===== src/rtl/clt_pkg.sv =====
// ----------------------------------------------------------------------------
// clt_pkg
// Shared word types, token codes and keyword table of the token lexer.
// ----------------------------------------------------------------------------
package clt_pkg;

	localparam logic KIND_CHAR  = 1'b0;
	localparam logic KIND_TOKEN = 1'b1;

	localparam logic [5:0] TK_PLUS   = 6'd0;
	localparam logic [5:0] TK_MINUS  = 6'd1;
	localparam logic [5:0] TK_STAR   = 6'd2;
	localparam logic [5:0] TK_SLASH  = 6'd3;
	localparam logic [5:0] TK_LT     = 6'd4;
	localparam logic [5:0] TK_LE     = 6'd5;
	localparam logic [5:0] TK_SHL    = 6'd6;
	localparam logic [5:0] TK_GT     = 6'd7;
	localparam logic [5:0] TK_GE     = 6'd8;
	localparam logic [5:0] TK_SHR    = 6'd9;
	localparam logic [5:0] TK_ASSIGN = 6'd10;
	localparam logic [5:0] TK_EQ     = 6'd11;
	localparam logic [5:0] TK_NE     = 6'd12;
	localparam logic [5:0] TK_SEMI   = 6'd13;
	localparam logic [5:0] TK_LPAREN = 6'd14;
	localparam logic [5:0] TK_RPAREN = 6'd15;
	localparam logic [5:0] TK_DOT    = 6'd16;
	localparam logic [5:0] TK_COMMA  = 6'd17;
	localparam logic [5:0] TK_LBRACE = 6'd18;
	localparam logic [5:0] TK_RBRACE = 6'd19;
	localparam logic [5:0] TK_INTLIT = 6'd20;
	localparam logic [5:0] TK_FLOAT  = 6'd21;
	localparam logic [5:0] TK_STRLIT = 6'd22;
	localparam logic [5:0] TK_IDENT  = 6'd23;
	localparam logic [5:0] TK_KW0    = 6'd24;
	localparam logic [5:0] TK_EOF    = 6'd34;
	localparam logic [5:0] TK_ERROR  = 6'd35;

	localparam int KW_COUNT = 10;
	localparam logic [2:0] PREFIX_LEN = 3'd6;
	localparam logic [2:0] LEN_OVER   = 3'd7;

	localparam logic [47:0] KW_TEXT [KW_COUNT] = '{
		{"int", 24'h0}, "double", {"else", 16'h0}, {"if", 32'h0}, "return",
		"string", {"auto", 16'h0}, {"cin", 24'h0}, {"for", 24'h0}, {"cout", 16'h0}
	};
	localparam logic [2:0] KW_LEN [KW_COUNT] = '{
		3'd3, 3'd6, 3'd4, 3'd2, 3'd6, 3'd6, 3'd4, 3'd3, 3'd3, 3'd4
	};

	typedef struct packed {
		logic [7:0] ch;
		logic       end_of_file;
	} in_word_t;

	typedef struct packed {
		logic       result_kind;
		logic [7:0] lexeme_char;
		logic [5:0] token_code;
		logic       last;
	} out_word_t;

	typedef struct packed {
		logic       result_kind;
		logic [7:0] lexeme_char;
		logic [5:0] token_code;
	} res_t;

	typedef struct packed {
		logic two;
		res_t r0;
		res_t r1;
	} bundle_t;

endpackage


===== src/rtl/clt_front.sv =====
// ----------------------------------------------------------------------------
// clt_front
// Lexer state machine: takes one byte word per cycle unless the queue is full
// and forms the bundle of up to two results, with the closing-byte re-scan.
// ----------------------------------------------------------------------------
module clt_front
	import clt_pkg::*;
(
	input  logic     clk,
	input  logic     arst_n,
	input  logic     byte_valid,
	output logic     byte_stall,
	input  in_word_t byte_word,
	input  logic     full,
	output logic     push,
	output bundle_t  bundle
);

	typedef enum logic [4:0] {
		S_START, S_WORD, S_INT, S_FRAC, S_EXP, S_EXP1, S_EXP2,
		S_STR, S_ESC, S_HEX1, S_HEX2, S_BANG, S_EQ, S_LT, S_GT,
		S_SLASH, S_LCOM, S_BCOM, S_BSTAR
	} lex_state_t;

	lex_state_t state_q;
	logic [2:0] len_q;
	logic [7:0] prefix_q [6];

	function automatic res_t mk_char(input logic [7:0] c);
		mk_char = '{result_kind: KIND_CHAR, lexeme_char: c, token_code: 6'd0};
	endfunction

	function automatic res_t mk_tok(input logic [5:0] t);
		mk_tok = '{result_kind: KIND_TOKEN, lexeme_char: 8'd0, token_code: t};
	endfunction

	logic [7:0] c;
	logic       eof, nx;
	logic       is_digit, is_alpha, is_hex, is_space, is_word, is_e;
	logic       accept;

	logic [5:0] word_tok;
	logic       hit;

	logic       st_n, st_fresh;
	res_t       st_res;
	lex_state_t st_next;

	logic [1:0] pre_n;
	res_t       pre_r0, pre_r1;
	lex_state_t pre_next;
	logic       go_start, cont_add;

	logic [1:0] n_res;
	lex_state_t next_state;
	logic       fresh_add, add_en;
	logic [2:0] word_idx;

	assign c        = byte_word.ch;
	assign eof      = byte_word.end_of_file;
	assign nx       = !eof;
	assign is_digit = (c >= "0") && (c <= "9");
	assign is_alpha = ((c >= "a") && (c <= "z")) || ((c >= "A") && (c <= "Z"));
	assign is_hex   = is_digit || ((c >= "a") && (c <= "f")) || ((c >= "A") && (c <= "F"));
	assign is_space = (c == " ") || ((c >= 8'd9) && (c <= 8'd13));
	assign is_word  = is_alpha || is_digit || (c == "_");
	assign is_e     = (c == "e") || (c == "E");
	assign accept   = byte_valid && !full;
	assign byte_stall = full;

	always_comb begin
		word_tok = TK_IDENT;
		for (int k = KW_COUNT - 1; k >= 0; k--) begin
			hit = (KW_LEN[k] == len_q);
			for (int j = 0; j < 6; j++) begin
				if ((3'(j) < KW_LEN[k]) && (prefix_q[j] != KW_TEXT[k][47 - 8 * j -: 8]))
					hit = 1'b0;
			end
			if (hit)
				word_tok = TK_KW0 + 6'(k);
		end
	end

	always_comb begin
		st_n     = 1'b0;
		st_res   = mk_char(c);
		st_next  = S_START;
		st_fresh = 1'b0;
		if (eof) begin
			st_n   = 1'b1;
			st_res = mk_tok(TK_EOF);
		end else if (is_space) begin
			st_n = 1'b0;
		end else if (is_alpha || (c == "_")) begin
			st_n     = 1'b1;
			st_next  = S_WORD;
			st_fresh = 1'b1;
		end else if (is_digit) begin
			st_n    = 1'b1;
			st_next = S_INT;
		end else begin
			unique case (c)
				"\"": st_next = S_STR;
				"/":  st_next = S_SLASH;
				"<":  st_next = S_LT;
				">":  st_next = S_GT;
				"=":  st_next = S_EQ;
				"!":  st_next = S_BANG;
				"+": begin st_n = 1'b1; st_res = mk_tok(TK_PLUS); end
				"-": begin st_n = 1'b1; st_res = mk_tok(TK_MINUS); end
				"*": begin st_n = 1'b1; st_res = mk_tok(TK_STAR); end
				";": begin st_n = 1'b1; st_res = mk_tok(TK_SEMI); end
				"(": begin st_n = 1'b1; st_res = mk_tok(TK_LPAREN); end
				")": begin st_n = 1'b1; st_res = mk_tok(TK_RPAREN); end
				".": begin st_n = 1'b1; st_res = mk_tok(TK_DOT); end
				",": begin st_n = 1'b1; st_res = mk_tok(TK_COMMA); end
				"{": begin st_n = 1'b1; st_res = mk_tok(TK_LBRACE); end
				"}": begin st_n = 1'b1; st_res = mk_tok(TK_RBRACE); end
				default: st_n = 1'b0;
			endcase
		end
	end

	always_comb begin
		pre_n    = 2'd0;
		pre_r0   = mk_char(c);
		pre_r1   = mk_char(c);
		pre_next = S_START;
		go_start = 1'b0;
		cont_add = 1'b0;
		unique case (state_q)
			S_START: go_start = 1'b1;
			S_WORD: begin
				pre_n = 2'd1;
				if (nx && is_word) begin
					cont_add = 1'b1;
					pre_next = S_WORD;
				end else begin
					pre_r0   = mk_tok(word_tok);
					go_start = 1'b1;
				end
			end
			S_INT: begin
				pre_n = 2'd1;
				if (nx && is_digit) pre_next = S_INT;
				else if (nx && (c == ".")) pre_next = S_FRAC;
				else if (nx && is_e) pre_next = S_EXP;
				else begin
					pre_r0   = mk_tok(TK_INTLIT);
					go_start = 1'b1;
				end
			end
			S_FRAC: begin
				pre_n = 2'd1;
				if (nx && is_digit) pre_next = S_FRAC;
				else if (nx && is_e) pre_next = S_EXP;
				else begin
					pre_r0   = mk_tok(TK_FLOAT);
					go_start = 1'b1;
				end
			end
			S_EXP: begin
				pre_n = 2'd1;
				if (nx && (is_digit || (c == "+") || (c == "-"))) pre_next = S_EXP1;
				else begin
					pre_r0   = mk_tok(TK_ERROR);
					go_start = 1'b1;
				end
			end
			S_EXP1: begin
				pre_n = 2'd1;
				if (nx && is_digit) pre_next = S_EXP2;
				else begin
					pre_r0   = mk_tok(TK_ERROR);
					go_start = 1'b1;
				end
			end
			S_EXP2: begin
				pre_n = 2'd1;
				if (nx && is_digit) pre_next = S_EXP2;
				else begin
					go_start = 1'b1;
					if (nx && ((c == " ") || (c == ";") || (c == ")") || (c == "+") ||
						(c == "-") || (c == "/") || (c == "*")))
						pre_r0 = mk_tok(TK_FLOAT);
					else
						pre_r0 = mk_tok(TK_ERROR);
				end
			end
			S_STR: begin
				if (eof) begin
					pre_n = 2'd1; pre_r0 = mk_tok(TK_ERROR); go_start = 1'b1;
				end else if (c == "\"") begin
					pre_n = 2'd1; pre_r0 = mk_tok(TK_STRLIT);
				end else if (c == "\\") begin
					pre_next = S_ESC;
				end else if (c > 8'd31) begin
					pre_n = 2'd1; pre_next = S_STR;
				end else begin
					pre_n = 2'd1; pre_r0 = mk_tok(TK_ERROR); go_start = 1'b1;
				end
			end
			S_ESC: begin
				pre_next = S_STR;
				if (eof) begin
					pre_n = 2'd1; pre_r0 = mk_tok(TK_ERROR); go_start = 1'b1;
					pre_next = S_START;
				end else if (c == "n") begin
					pre_n = 2'd1; pre_r0 = mk_char(8'd10);
				end else if (c == "\\") begin
					pre_n = 2'd1; pre_r0 = mk_char(8'd92);
				end else if (c == "t") begin
					pre_n = 2'd1; pre_r0 = mk_char(8'd9);
				end else if (c == "\"") begin
					pre_n = 2'd0;
				end else if (c == "x") begin
					pre_n = 2'd2; pre_r0 = mk_char(8'd92); pre_next = S_HEX1;
				end else begin
					pre_n = 2'd1; pre_r0 = mk_tok(TK_ERROR); go_start = 1'b1;
					pre_next = S_START;
				end
			end
			S_HEX1, S_HEX2: begin
				pre_n = 2'd1;
				if (nx && is_hex) pre_next = (state_q == S_HEX1) ? S_HEX2 : S_STR;
				else begin
					pre_r0   = mk_tok(TK_ERROR);
					go_start = 1'b1;
				end
			end
			S_BANG: begin
				pre_n = 2'd1;
				if (nx && (c == "=")) pre_r0 = mk_tok(TK_NE);
				else begin
					pre_r0   = mk_tok(TK_ERROR);
					go_start = 1'b1;
				end
			end
			S_EQ: begin
				pre_n = 2'd1;
				if (nx && (c == "=")) pre_r0 = mk_tok(TK_EQ);
				else begin
					pre_r0   = mk_tok(TK_ASSIGN);
					go_start = 1'b1;
				end
			end
			S_LT: begin
				pre_n = 2'd1;
				if (nx && (c == "=")) pre_r0 = mk_tok(TK_LE);
				else if (nx && (c == "<")) pre_r0 = mk_tok(TK_SHL);
				else begin
					pre_r0   = mk_tok(TK_LT);
					go_start = 1'b1;
				end
			end
			S_GT: begin
				pre_n = 2'd1;
				if (nx && (c == "=")) pre_r0 = mk_tok(TK_GE);
				else if (nx && (c == ">")) pre_r0 = mk_tok(TK_SHR);
				else begin
					pre_r0   = mk_tok(TK_GT);
					go_start = 1'b1;
				end
			end
			S_SLASH: begin
				if (nx && (c == "/")) pre_next = S_LCOM;
				else if (nx && (c == "*")) pre_next = S_BCOM;
				else begin
					pre_n    = 2'd1;
					pre_r0   = mk_tok(TK_SLASH);
					go_start = 1'b1;
				end
			end
			S_LCOM: begin
				if (eof) begin
					pre_n = 2'd1; pre_r0 = mk_tok(TK_EOF);
				end else if (c != 8'h0A) begin
					pre_next = S_LCOM;
				end
			end
			S_BCOM: begin
				if (eof) begin
					pre_n = 2'd1; pre_r0 = mk_tok(TK_EOF);
				end else begin
					pre_next = (c == "*") ? S_BSTAR : S_BCOM;
				end
			end
			S_BSTAR: begin
				if (eof) begin
					pre_n = 2'd1; pre_r0 = mk_tok(TK_EOF);
				end else if (c == "*") begin
					pre_next = S_BSTAR;
				end else if (c != "/") begin
					pre_next = S_BCOM;
				end
			end
			default: go_start = 1'b1;
		endcase
	end

	always_comb begin
		bundle = '{two: 1'b0, r0: pre_r0, r1: pre_r1};
		if (go_start) begin
			next_state = st_next;
			n_res      = pre_n + {1'b0, st_n};
			if (pre_n != 2'd0) begin
				bundle.r1 = st_res;
			end else begin
				bundle.r0 = st_res;
			end
		end else begin
			next_state = pre_next;
			n_res      = pre_n;
		end
		bundle.two = (n_res == 2'd2);
	end

	assign push      = accept && (n_res != 2'd0);
	assign fresh_add = go_start && st_fresh;
	assign add_en    = accept && (cont_add || fresh_add);
	assign word_idx  = fresh_add ? 3'd0 : len_q;

	always_ff @(posedge clk or negedge arst_n) begin
		if (!arst_n) begin
			state_q <= S_START;
			len_q   <= 3'd0;
		end else if (accept) begin
			state_q <= next_state;
			if (add_en) begin
				if (fresh_add)
					len_q <= 3'd1;
				else if (len_q < LEN_OVER)
					len_q <= len_q + 3'd1;
			end
		end
	end

	always_ff @(posedge clk) begin
		if (add_en && (word_idx < PREFIX_LEN))
			prefix_q[word_idx] <= c;
	end

endmodule


===== src/rtl/clt_fifo.sv =====
// ----------------------------------------------------------------------------
// clt_fifo
// Short bundle queue between the lexer state machine and the result sender.
// ----------------------------------------------------------------------------
module clt_fifo
	import clt_pkg::*;
#(
	parameter int Depth = 4
) (
	input  logic    clk,
	input  logic    arst_n,
	input  logic    push,
	input  bundle_t wr_data,
	output logic    full,
	input  logic    pop,
	output logic    empty,
	output bundle_t head
);

	localparam int AW = (Depth > 1) ? $clog2(Depth) : 1;
	localparam int CW = $clog2(Depth + 1);

	bundle_t         mem_q [Depth];
	logic [AW-1:0]   wr_ptr_q, rd_ptr_q;
	logic [CW-1:0]   count_q;

	assign full  = (count_q == CW'(Depth));
	assign empty = (count_q == '0);
	assign head  = mem_q[rd_ptr_q];

	function automatic logic [AW-1:0] bump(input logic [AW-1:0] p);
		bump = (p == AW'(Depth - 1)) ? '0 : p + AW'(1);
	endfunction

	always_ff @(posedge clk) begin
		if (push)
			mem_q[wr_ptr_q] <= wr_data;
	end

	always_ff @(posedge clk or negedge arst_n) begin
		if (!arst_n) begin
			wr_ptr_q <= '0;
			rd_ptr_q <= '0;
			count_q  <= '0;
		end else begin
			if (push)
				wr_ptr_q <= bump(wr_ptr_q);
			if (pop)
				rd_ptr_q <= bump(rd_ptr_q);
			if (push && !pop)
				count_q <= count_q + CW'(1);
			else if (pop && !push)
				count_q <= count_q - CW'(1);
		end
	end

	a_no_overflow: assert property (@(posedge clk) disable iff (!arst_n)
		push |-> (!full || pop))
		else $error("bundle written into a full queue");

	a_no_underflow: assert property (@(posedge clk) disable iff (!arst_n)
		pop |-> !empty)
		else $error("bundle taken from an empty queue");

	a_count_bound: assert property (@(posedge clk) disable iff (!arst_n)
		count_q <= CW'(Depth))
		else $error("queue count beyond depth");

endmodule


===== src/rtl/clt_back.sv =====
// ----------------------------------------------------------------------------
// clt_back
// Result sender: splits each queued bundle into one or two result words and
// holds each in the output register until it is taken.
// ----------------------------------------------------------------------------
module clt_back
	import clt_pkg::*;
(
	input  logic      clk,
	input  logic      arst_n,
	input  logic      empty,
	input  bundle_t   head,
	output logic      pop,
	output logic      result_valid,
	input  logic      result_stall,
	output out_word_t result_word
);

	logic      valid_q;
	logic      sel_q;
	out_word_t out_q;
	logic      load;
	logic      fin;
	res_t      pick;

	assign load = (!valid_q || !result_stall) && !empty;
	assign pick = sel_q ? head.r1 : head.r0;
	assign fin  = sel_q || !head.two;
	assign pop  = load && fin;

	assign result_valid = valid_q;
	assign result_word  = out_q;

	always_ff @(posedge clk or negedge arst_n) begin
		if (!arst_n) begin
			valid_q <= 1'b0;
			sel_q   <= 1'b0;
		end else begin
			if (load) begin
				valid_q <= 1'b1;
				sel_q   <= !fin;
			end else if (!result_stall) begin
				valid_q <= 1'b0;
			end
		end
	end

	always_ff @(posedge clk) begin
		if (load)
			out_q <= '{result_kind: pick.result_kind, lexeme_char: pick.lexeme_char,
				token_code: pick.token_code, last: fin};
	end

	a_second_half: assert property (@(posedge clk) disable iff (!arst_n)
		sel_q |-> (!empty && head.two))
		else $error("second result selected without a two-result bundle");

	a_second_after_first: assert property (@(posedge clk) disable iff (!arst_n)
		$rose(sel_q) |-> (valid_q && !out_q.last))
		else $error("second result pending after a final word");

endmodule


===== src/rtl/c_like_token_lexer_core.sv =====
// ----------------------------------------------------------------------------
// c_like_token_lexer_core
// Token lexer for a small C-like language, one source byte per word.
// ----------------------------------------------------------------------------
// One byte word (or end-of-file mark) is taken per cycle while the bundle
// queue has room. Each byte gives zero, one or two result words: lexeme
// characters as they are appended and token codes as tokens close; a byte
// that closes a token is rescanned from the start state in the same cycle.
// Results leave one per cycle through a registered output while result_stall
// is low, so a byte with two results holds the output longer than a byte
// with one; the single result port sets the sustained rate, and the
// queue of QueueDepth bundles absorbs bursts. The first result word of a
// byte passes through the bundle queue and then the output register.
// ----------------------------------------------------------------------------
module c_like_token_lexer_core
	import clt_pkg::*;
#(
	parameter int QueueDepth = 4
) (
	input  logic      clk,
	input  logic      arst_n,
	input  logic      byte_valid,
	output logic      byte_stall,
	input  in_word_t  byte_word,
	output logic      result_valid,
	input  logic      result_stall,
	output out_word_t result_word
);

	logic    push, full, pop, empty;
	bundle_t wr_bundle, head;

	clt_front u_front (
		.clk        (clk),
		.arst_n     (arst_n),
		.byte_valid (byte_valid),
		.byte_stall (byte_stall),
		.byte_word  (byte_word),
		.full       (full),
		.push       (push),
		.bundle     (wr_bundle)
	);

	clt_fifo #(
		.Depth (QueueDepth)
	) u_fifo (
		.clk     (clk),
		.arst_n  (arst_n),
		.push    (push),
		.wr_data (wr_bundle),
		.full    (full),
		.pop     (pop),
		.empty   (empty),
		.head    (head)
	);

	clt_back u_back (
		.clk          (clk),
		.arst_n       (arst_n),
		.empty        (empty),
		.head         (head),
		.pop          (pop),
		.result_valid (result_valid),
		.result_stall (result_stall),
		.result_word  (result_word)
	);

endmodule

===== config.mk =====
export PLATFORM = sky130hd
export DESIGN_NAME = c_like_token_lexer_core
export DESIGN_NICKNAME = d
export VERILOG_FILES = /design/src/rtl/clt_pkg.sv /design/src/rtl/clt_front.sv /design/src/rtl/clt_fifo.sv /design/src/rtl/clt_back.sv /design/src/rtl/c_like_token_lexer_core.sv
export SDC_FILE = /design/constraint.sdc
export NUM_CORES = 1
export LEC_CHECK = 0
export BUFFER_PORTS_ARGS = -buffer_cell sky130_fd_sc_hd__buf_2
export CORE_UTILIZATION = 56
export CTS_BUF_LIST = sky130_fd_sc_hd__clkbuf_16
export CTS_CLUSTER_SIZE = 30
export DETAILED_ROUTE_END_ITERATION = 7
export PLACE_DENSITY = 0.76
export SETUP_SLACK_MARGIN = 0.4
export SKIP_LAST_GASP = 1
export SLEW_MARGIN = 20
export SYNTH_ARGS = -nofsm -noshare
export SYNTH_HDL_FRONTEND = slang
export SYNTH_SLANG_ARGS = --single-unit
export TNS_END_PERCENT = 1

===== constraint.sdc =====
create_clock -name clk -period 3.8 [get_ports clk]
set_input_delay 0.38 -clock clk [delete_from_list [all_inputs] [get_ports clk]]
set_output_delay 0.38 -clock clk [all_outputs]
set_load 0.005 [all_outputs]

== Word level (Yosys, flattened, before mapping) ==
Memory sizes are Yosys's and may differ from the RTL's.
Cells that the tools add are included.
Cells by class
  muxes and demuxes: 189
  add/sub/neg operators: 6
  reduce and logical (&&, ||, !) cells: 67
  eq/ne operators: 86
  order comparisons: 13
Operators by type and width (count)
  $mux 15: 32
  $ne 8x7->1 const B: 33
  $pmux 15 s15: 1
  $pmux 15 s10: 1
  $mux 5: 25
  $eq 8x6->1 const B: 15
  $mux 1: 87
  $eq 8x7->1 const B: 9
  $mux 6: 12
  $pmux 5 s12: 1
  $eq 5x4->1 const B: 8
  $le 8x7->1 const B: 4
  $mux 30: 1
  $mux 2: 14
  $logic_and 1x1->1: 27
  $mux 3: 9
  $pmux 4 s6: 1
  $eq 5x3->1 const B: 4
  $logic_or 1x1->1: 19
  $ge 8x7->1 const B: 2
  $eq 5x5->1 const B: 3
  $pmux 1 s13: 1
  $mux 4: 3
  $reduce_or 12->1: 1
  27 further kinds: 48
Word-level totals
  input bits: 13
  output and inout bits: 18
  memories kept: 2
  register bits after elaboration: 33
  RAM bits: 172
  word-level logic and storage cells: 374
Memories
  u_fifo.mem_q: words 4, width 31, rd ports 1, clocked after memory_dff 0, write ports 1, RTL line clt_fifo.sv:23  | bundle_t mem_q [Depth];
  u_front.prefix_q: words 6, width 8, rd ports 6, clocked after memory_dff 0, write ports 1, RTL line clt_front.sv:27  | logic [7:0] prefix_q [6];

== Logic depth before layout (Yosys ltp) ==
An unclocked memory read counts as a cell.
  depth after elaboration: 20
  mapped depth: 19
  mapped depth without buffers: 17

== Cells and area by module ==
A second synthesis with hierarchy kept.
Second synthesis, totals
  cells, all modules: 795
  area total of the unflattened synthesis: 10437.5 µm²
By module, submodules not included
  clt_fifo: seq. area each 3898.7 µm², area each 4932.2 µm², times used 1, cells an instance 199
  clt_front: seq. area each 1641.6 µm², area each 4702.0 µm², times used 1, cells an instance 554
  clt_back: seq. area each 530.5 µm², area each 803.3 µm², times used 1, cells an instance 42

== Worst setup path after synthesis ==
No wires, ideal clock.
  path type: input-to-reg
  from: in byte_word[6] in the netlist's numbering
  to: mem u_fifo.mem_q[0][0] in the netlist's numbering, enable pin
  path slack: -69 ps
  path buffers: 2
  setup time: 390 ps
  data required time: 3410 ps
  cell stages on the path: 10
  arrival time: 3479 ps
  path through: buf_4 or4b_4 nor4b_4 o41ai_1 a211o_1 or4b_1 buf_4 mux2i_4 nor2_2 and2_1
On the way
  word-level cells in the longest chain between the ends: 14
  elaborated cells on any way between the ends: 111
  classes of those cells: 1 x add/sub; 11 x order compare; 23 x eq/ne; 46 x mux; 30 x reduce/logical
RTL lines
  start, declared: RTL line c_like_token_lexer_core.sv:24  | input in_word_t byte_word,
  $eq 8x7->1: RTL line clt_front.sv:216  | end else if (c == "x") begin
  $mux 2: RTL line clt_front.sv:216
  $mux 2: RTL line clt_front.sv:214  | end else if (c == "\"") begin
  $mux 2: RTL line clt_front.sv:212  | end else if (c == "t") begin
  $mux 2: RTL line clt_front.sv:210  | end else if (c == "\\") begin
  $mux 2: RTL line clt_front.sv:208  | end else if (c == "n") begin
  $mux 2: RTL line clt_front.sv:205  | if (eof) begin
  $pmux 2 s5: RTL line clt_front.sv:131  | unique case (state_q)
  $add 2x1->2: RTL line clt_front.sv:305  | n_res = pre_n + {1'b0, st_n};
  $mux 2 *: RTL line clt_front.sv:303  | if (go_start) begin
  $reduce_bool 2->1 *: RTL line clt_front.sv:318  | assign push = accept && (n_res != 2'd0);
  $logic_and 1x1->1 *: RTL line clt_front.sv:318
  named net push: RTL line c_like_token_lexer_core.sv:30  | logic push, full, pop, empty;
  $mux 1 *: RTL line clt_fifo.sv:36  | if (push)
  $mux 1 (not written as such) *: RTL line clt_fifo.sv:37  | mem_q[wr_ptr_q] <= wr_data;
  end, declared: RTL line clt_fifo.sv:23
Mark *: on every way through the listed nets, which the timed path passes. The rest lies on a longest branch.

== Worst setup path in the final report ==
  from: reg u_front.state_q[2]
  to: reg u_fifo.count_q[2]
On the way
  word-level cells in the longest chain between the ends: 10
  elaborated cells on any way between the ends: 34
  classes of those cells: 1 x add/sub; 18 x eq/ne; 4 x mux; 11 x reduce/logical
RTL lines
  start, declared: RTL line clt_front.sv:25  | lex_state_t state_q;
  start signal, assigned: RTL line clt_front.sv:328  | state_q <= next_state;
  $eq 5x1->1, or another cell as far along: RTL line clt_front.sv:131
  $reduce_or 12->1 (no source line) / $reduce_or 3->1 (equally long branches)
  $pmux 2 s5: RTL line clt_front.sv:131
  $add 2x1->2: RTL line clt_front.sv:305
  $mux 2 *: RTL line clt_front.sv:303
  $reduce_bool 2->1 *: RTL line clt_front.sv:318
  $logic_and 1x1->1 *: RTL line clt_front.sv:318
  named net push: RTL line c_like_token_lexer_core.sv:30
  $logic_not 1->1: RTL line clt_fifo.sv:52  | else if (pop && !push)
  $logic_and 1x1->1: RTL line clt_fifo.sv:52
  $reduce_bool 2->1 (no source line)
  end signal, assigned: RTL line clt_fifo.sv:51  | count_q <= count_q + CW'(1);
  end signal, assigned: RTL line clt_fifo.sv:53  | count_q <= count_q - CW'(1);
  end, declared: RTL line clt_fifo.sv:25  | logic [CW-1:0] count_q;
Marked as above.
A chain may end at the register's enable or synchronous reset.

==> flow_metrics.tcl <==
set metrics [dict create \
    synth-simple-area-share_pct 18.03 \
    synth_cell_types 81 \
    clock_sinks 201 \
    yosysWarnings 0 \
    synth_compound_area_share_pct 9.782 \
    cpPeakStageDelay_ns 0.59 \
    synth.area.mux_share_pct 8.779 \
    r2r_setup_slack_ns 0.39 \
    synthFlopType "edfxtp_1" \
    hold_viol_final 0 \
    grt_pass1_vias 7468 \
    postSynthCellCount 792 \
    synth-seq-cells 201 \
    nets 939 \
    die_y_um 136.3 \
    drive_gt1_share_pct 29.31 \
    crit_family "simple AND/OR/NAND/NOR gates" \
    io_pins 31 \
    grt_util_all_layers_pct 31.42 \
    tightestPinTransition_ns 0.8967 \
    coreArea_sq_um 17480 \
    synth_enable_flop_cells 184 \
    grt_max_degree 33 \
    syn-cell-area_sq_um 10100 \
    setup_viol 0 \
    startpoint_type "register" \
    gp_congestion 0.9401 \
    max_slew_margin_pct 40.22 \
    start_util_pct 57.82 \
    vias 7702 \
    viasPerCell 6.680 \
    n_antenna_cell 0 \
    antenna_found_initial 0 \
    cts_made_buffers 21 \
    vdd_drop_max_mv 0.6287 \
    hold_path_depth 3 \
    synth_fp_nets 817 \
    rsz0062_at_grt "yes" \
    worstHoldStart "result_stall" \
    syn2layout_area_growth_pct 19.51 \
    clockRootBuffer "clkbuf_16" \
    grt_first_pass_wirelength_um 42970 \
    wl_per_cell_um 24.82 \
    fp.dieW_um 136.3 \
    regToRegStartpoint "u_front.state_q[2]" \
    dp_cells 1107 \
    p_total_mw 8.442 \
    status "complete, no violations" \
    clk_pin_slew_worst_paths_ns 0.07 \
    synth_top_cell_by_area "edfxtp_1" \
    routed_wl_um 28620 \
    critical_path_required_ns 4.21 \
    layout_min_cycle_time_ns 3.413 \
    grt-ovfl-total 0 \
    cts_tree "built" \
    dieArea_sq_um 18590 \
    seq_area_frac_synth_pct 58.89 \
    num_rows 48 \
    fin_crit_sh_pct 89.83 \
    drt_iter0_markers 893 \
    drc 0 \
    slew_viol_final 0 \
    path_cells "nor4bb_1 > o311ai_2 > o21ai_1 > a211o_1 > or4b_4 > mux2i_4 > nor2_4 > ha_2 > inv_2 > fa_2 > xor2_1 > nor2_1 > xor2_1" \
    drv_cap 0 \
    drt_pass1_iterations 6 \
    synthDominantCellAreaShare_pct 54.68 \
    cp.arrival_ns 3.82 \
    path_max_fanout 22 \
    p_leak_nw 4.228 \
    cts.htree.levels 1 \
    instances_no_fill 1153 \
    synth_adder_area_share_pct 1.560 \
    timing.rr.end "u_fifo.count_q[2]" \
    avgSynthCellArea_sq_um 12.76 \
    cp_num_buf_inv 1 \
    final_util_pct 69.10 \
    cp_common_cell "xor2_1" \
    synthArstFlopShare_pct 8.458 \
    finalWorstSetupSlack_ns 0.3866 \
    io_buffers 30 \
    ctsLongestPathBuffers 3 \
    min_to "u_back.result_valid" \
    clk_latency_ns 0.49 \
    fmax_ghz 0.2930 \
    p_per_area_nw_per_um2 699.1 \
    cp_slowest_cell "or4b_4" \
    synth_xor_area_share_pct 0.5201 \
    fillers 1229 \
    dp_hpwl_um 20450 \
    yosys-top-cells-area "edfxtp_1 (55%), mux4_2 (6.7%), dfrtp_1 (4.2%), nor2_1 (2.3%), nand2_1 (2.1%)" \
    ff2ff_path_depth 13 \
    postRouteAntennaNets 0 \
    synth_top_family_by_area "simple AND/OR/NAND/NOR gates" \
    critical_path.endpoint_type "register" \
    post-place-ws_ns -0.2014 \
    clock_skew_ns 0.01132 \
    hp-class "primary input to register" \
    crit_type "register to register" \
]
[synth_stat cells (11+ instances only)]
master    number
a21oi_1       32
a31oi_1       11
clkbuf_1      38
dfrtp_1       17
edfxtp_1     184
ha_1          11
inv_1         12
mux2_2        15
mux4_2        30
nand2_1       56
nand2b_1      18
nand3_1       20
nand4_1       11
nand4b_1      11
nor2_1        61
nor2b_1       17
nor3_1        32
o21ai_0       18
[stage by stage]
step                      area, sq um  setup TNS (ns)  hold slack [ns]
final                           12080               0           0.1327
after global routing            12080               0           0.1388
after CTS                       11980               0           0.1215
after detailed placement        11240         -0.3820           0.3863
after global placement          11240         -0.1691           0.3780
after floorplan                 10130               0          0.08441
[power by group]
group / total [mW] / internal, mW / switching (mW)
sequential: 3.38 / 3.16 / 0.218
clock: 2.02 / 1.21 / 0.809
combinational: 3.04 / 1.36 / 1.68
total: 8.44 / 5.73 / 2.71
[sequential cells by signal, summed over array words and instances (netlist names)]
register / cells
u_fifo.mem_q: 120
u_fifo.rd_ptr_q: 2
u_fifo.wr_ptr_q: 2
u_front.state_q: 5
u_front.prefix_q: 48
u_front.len_q: 3
u_back.result_valid: 1
u_back.result_word: 16
u_fifo.count_q: 3
u_back.sel_q: 1
[final cells by class]
class | count | area (sq um) | area share (%)
clock buffer | 21 | 525.5 | 4.351
clock inverter | 16 | 148.9 | 1.233
inverter | 12 | 45.04 | 0.3730
multi-input combinational | 529 | 3994 | 33.07
sequential | 201 | 5959 | 49.35
tap | 225 | 281.5 | 2.331
timing repair buffer | 149 | 1122 | 9.293
[worst min-delay path, stage by stage]
cell and delay (ns):
buf_2 0.10, nand2_1 0.05, nand2_1 0.05
[repair_timing]
| item | 4_1_cts | 5_1_grt |
|---|---|---|
| hold endpoints to repair | 17 | 0 |
| pin swaps | 0 | 3 |
| cloned | 0 | 0 |
| setup endpoints to repair | 126 | 2 |
| buffers inserted | 4 | 4 |
| resized for setup | 6 | 18 |
| hold buffers | 1 | 0 |
[per-layer routing]
| metal | track usage, % | part of all wire [%] | routed length [um] | up-vias |
|---|---|---|---|---|
| li1 | - | - | - | 3364 |
| met1 | 42.13 | 41 | 11710 | 3825 |
| met2 | 52.09 | 48 | 13710 | 432 |
| met3 | 4.959 | 7.8 | 2222 | 81 |
| met4 | 10.49 | 3.4 | 971 | 0 |
| met5 | 0 | 0 | 0 | - |
[placed cells by master, fill, tap and decap left out, types with 10 or more instances in the layout]
cell type / count
inv_1: 14
buf_4: 110
nand2_1: 55
nand4_1: 11
nor2b_1: 17
nand3_1: 20
a21oi_1: 31
nand4b_1: 11
a31oi_1: 11
buf_2: 31
clkbuf_16: 21
nand2b_1: 18
dfrtp_1: 12
nor3_1: 31
nor2_1: 58
mux2_2: 15
o21ai_0: 16
ha_1: 10
mux4_2: 30
edfxtp_1: 184
[cells by family after synthesis]
logic type | Yosys count
AO/OA/AOI/OAI | 143
flip-flops | 201
buffers and inverters | 62
AND/OR/NAND/NOR | 320
adder cells (fa/ha/maj) | 12
multiplexers | 48
XOR/XNOR | 6
[how the worst max path moves through the flow]
stage	start	to	slack (ns)	cells after the start
after detailed placement	byte_word[8]	u_fifo.count_q[2]	-0.20	14
final	u_front.state_q[2]	u_fifo.count_q[2]	0.39	13
after CTS	byte_word[5]	u_fifo.count_q[1]	0.36	17
after global placement	byte_word[7]	u_fifo.count_q[2]	-0.10	15
after floorplan	byte_word[6]	u_fifo.count_q[2]	0.09	15
after global routing	byte_word[7]	u_fifo.count_q[1]	0.30	17
Power figures use the tool's default switching activity.
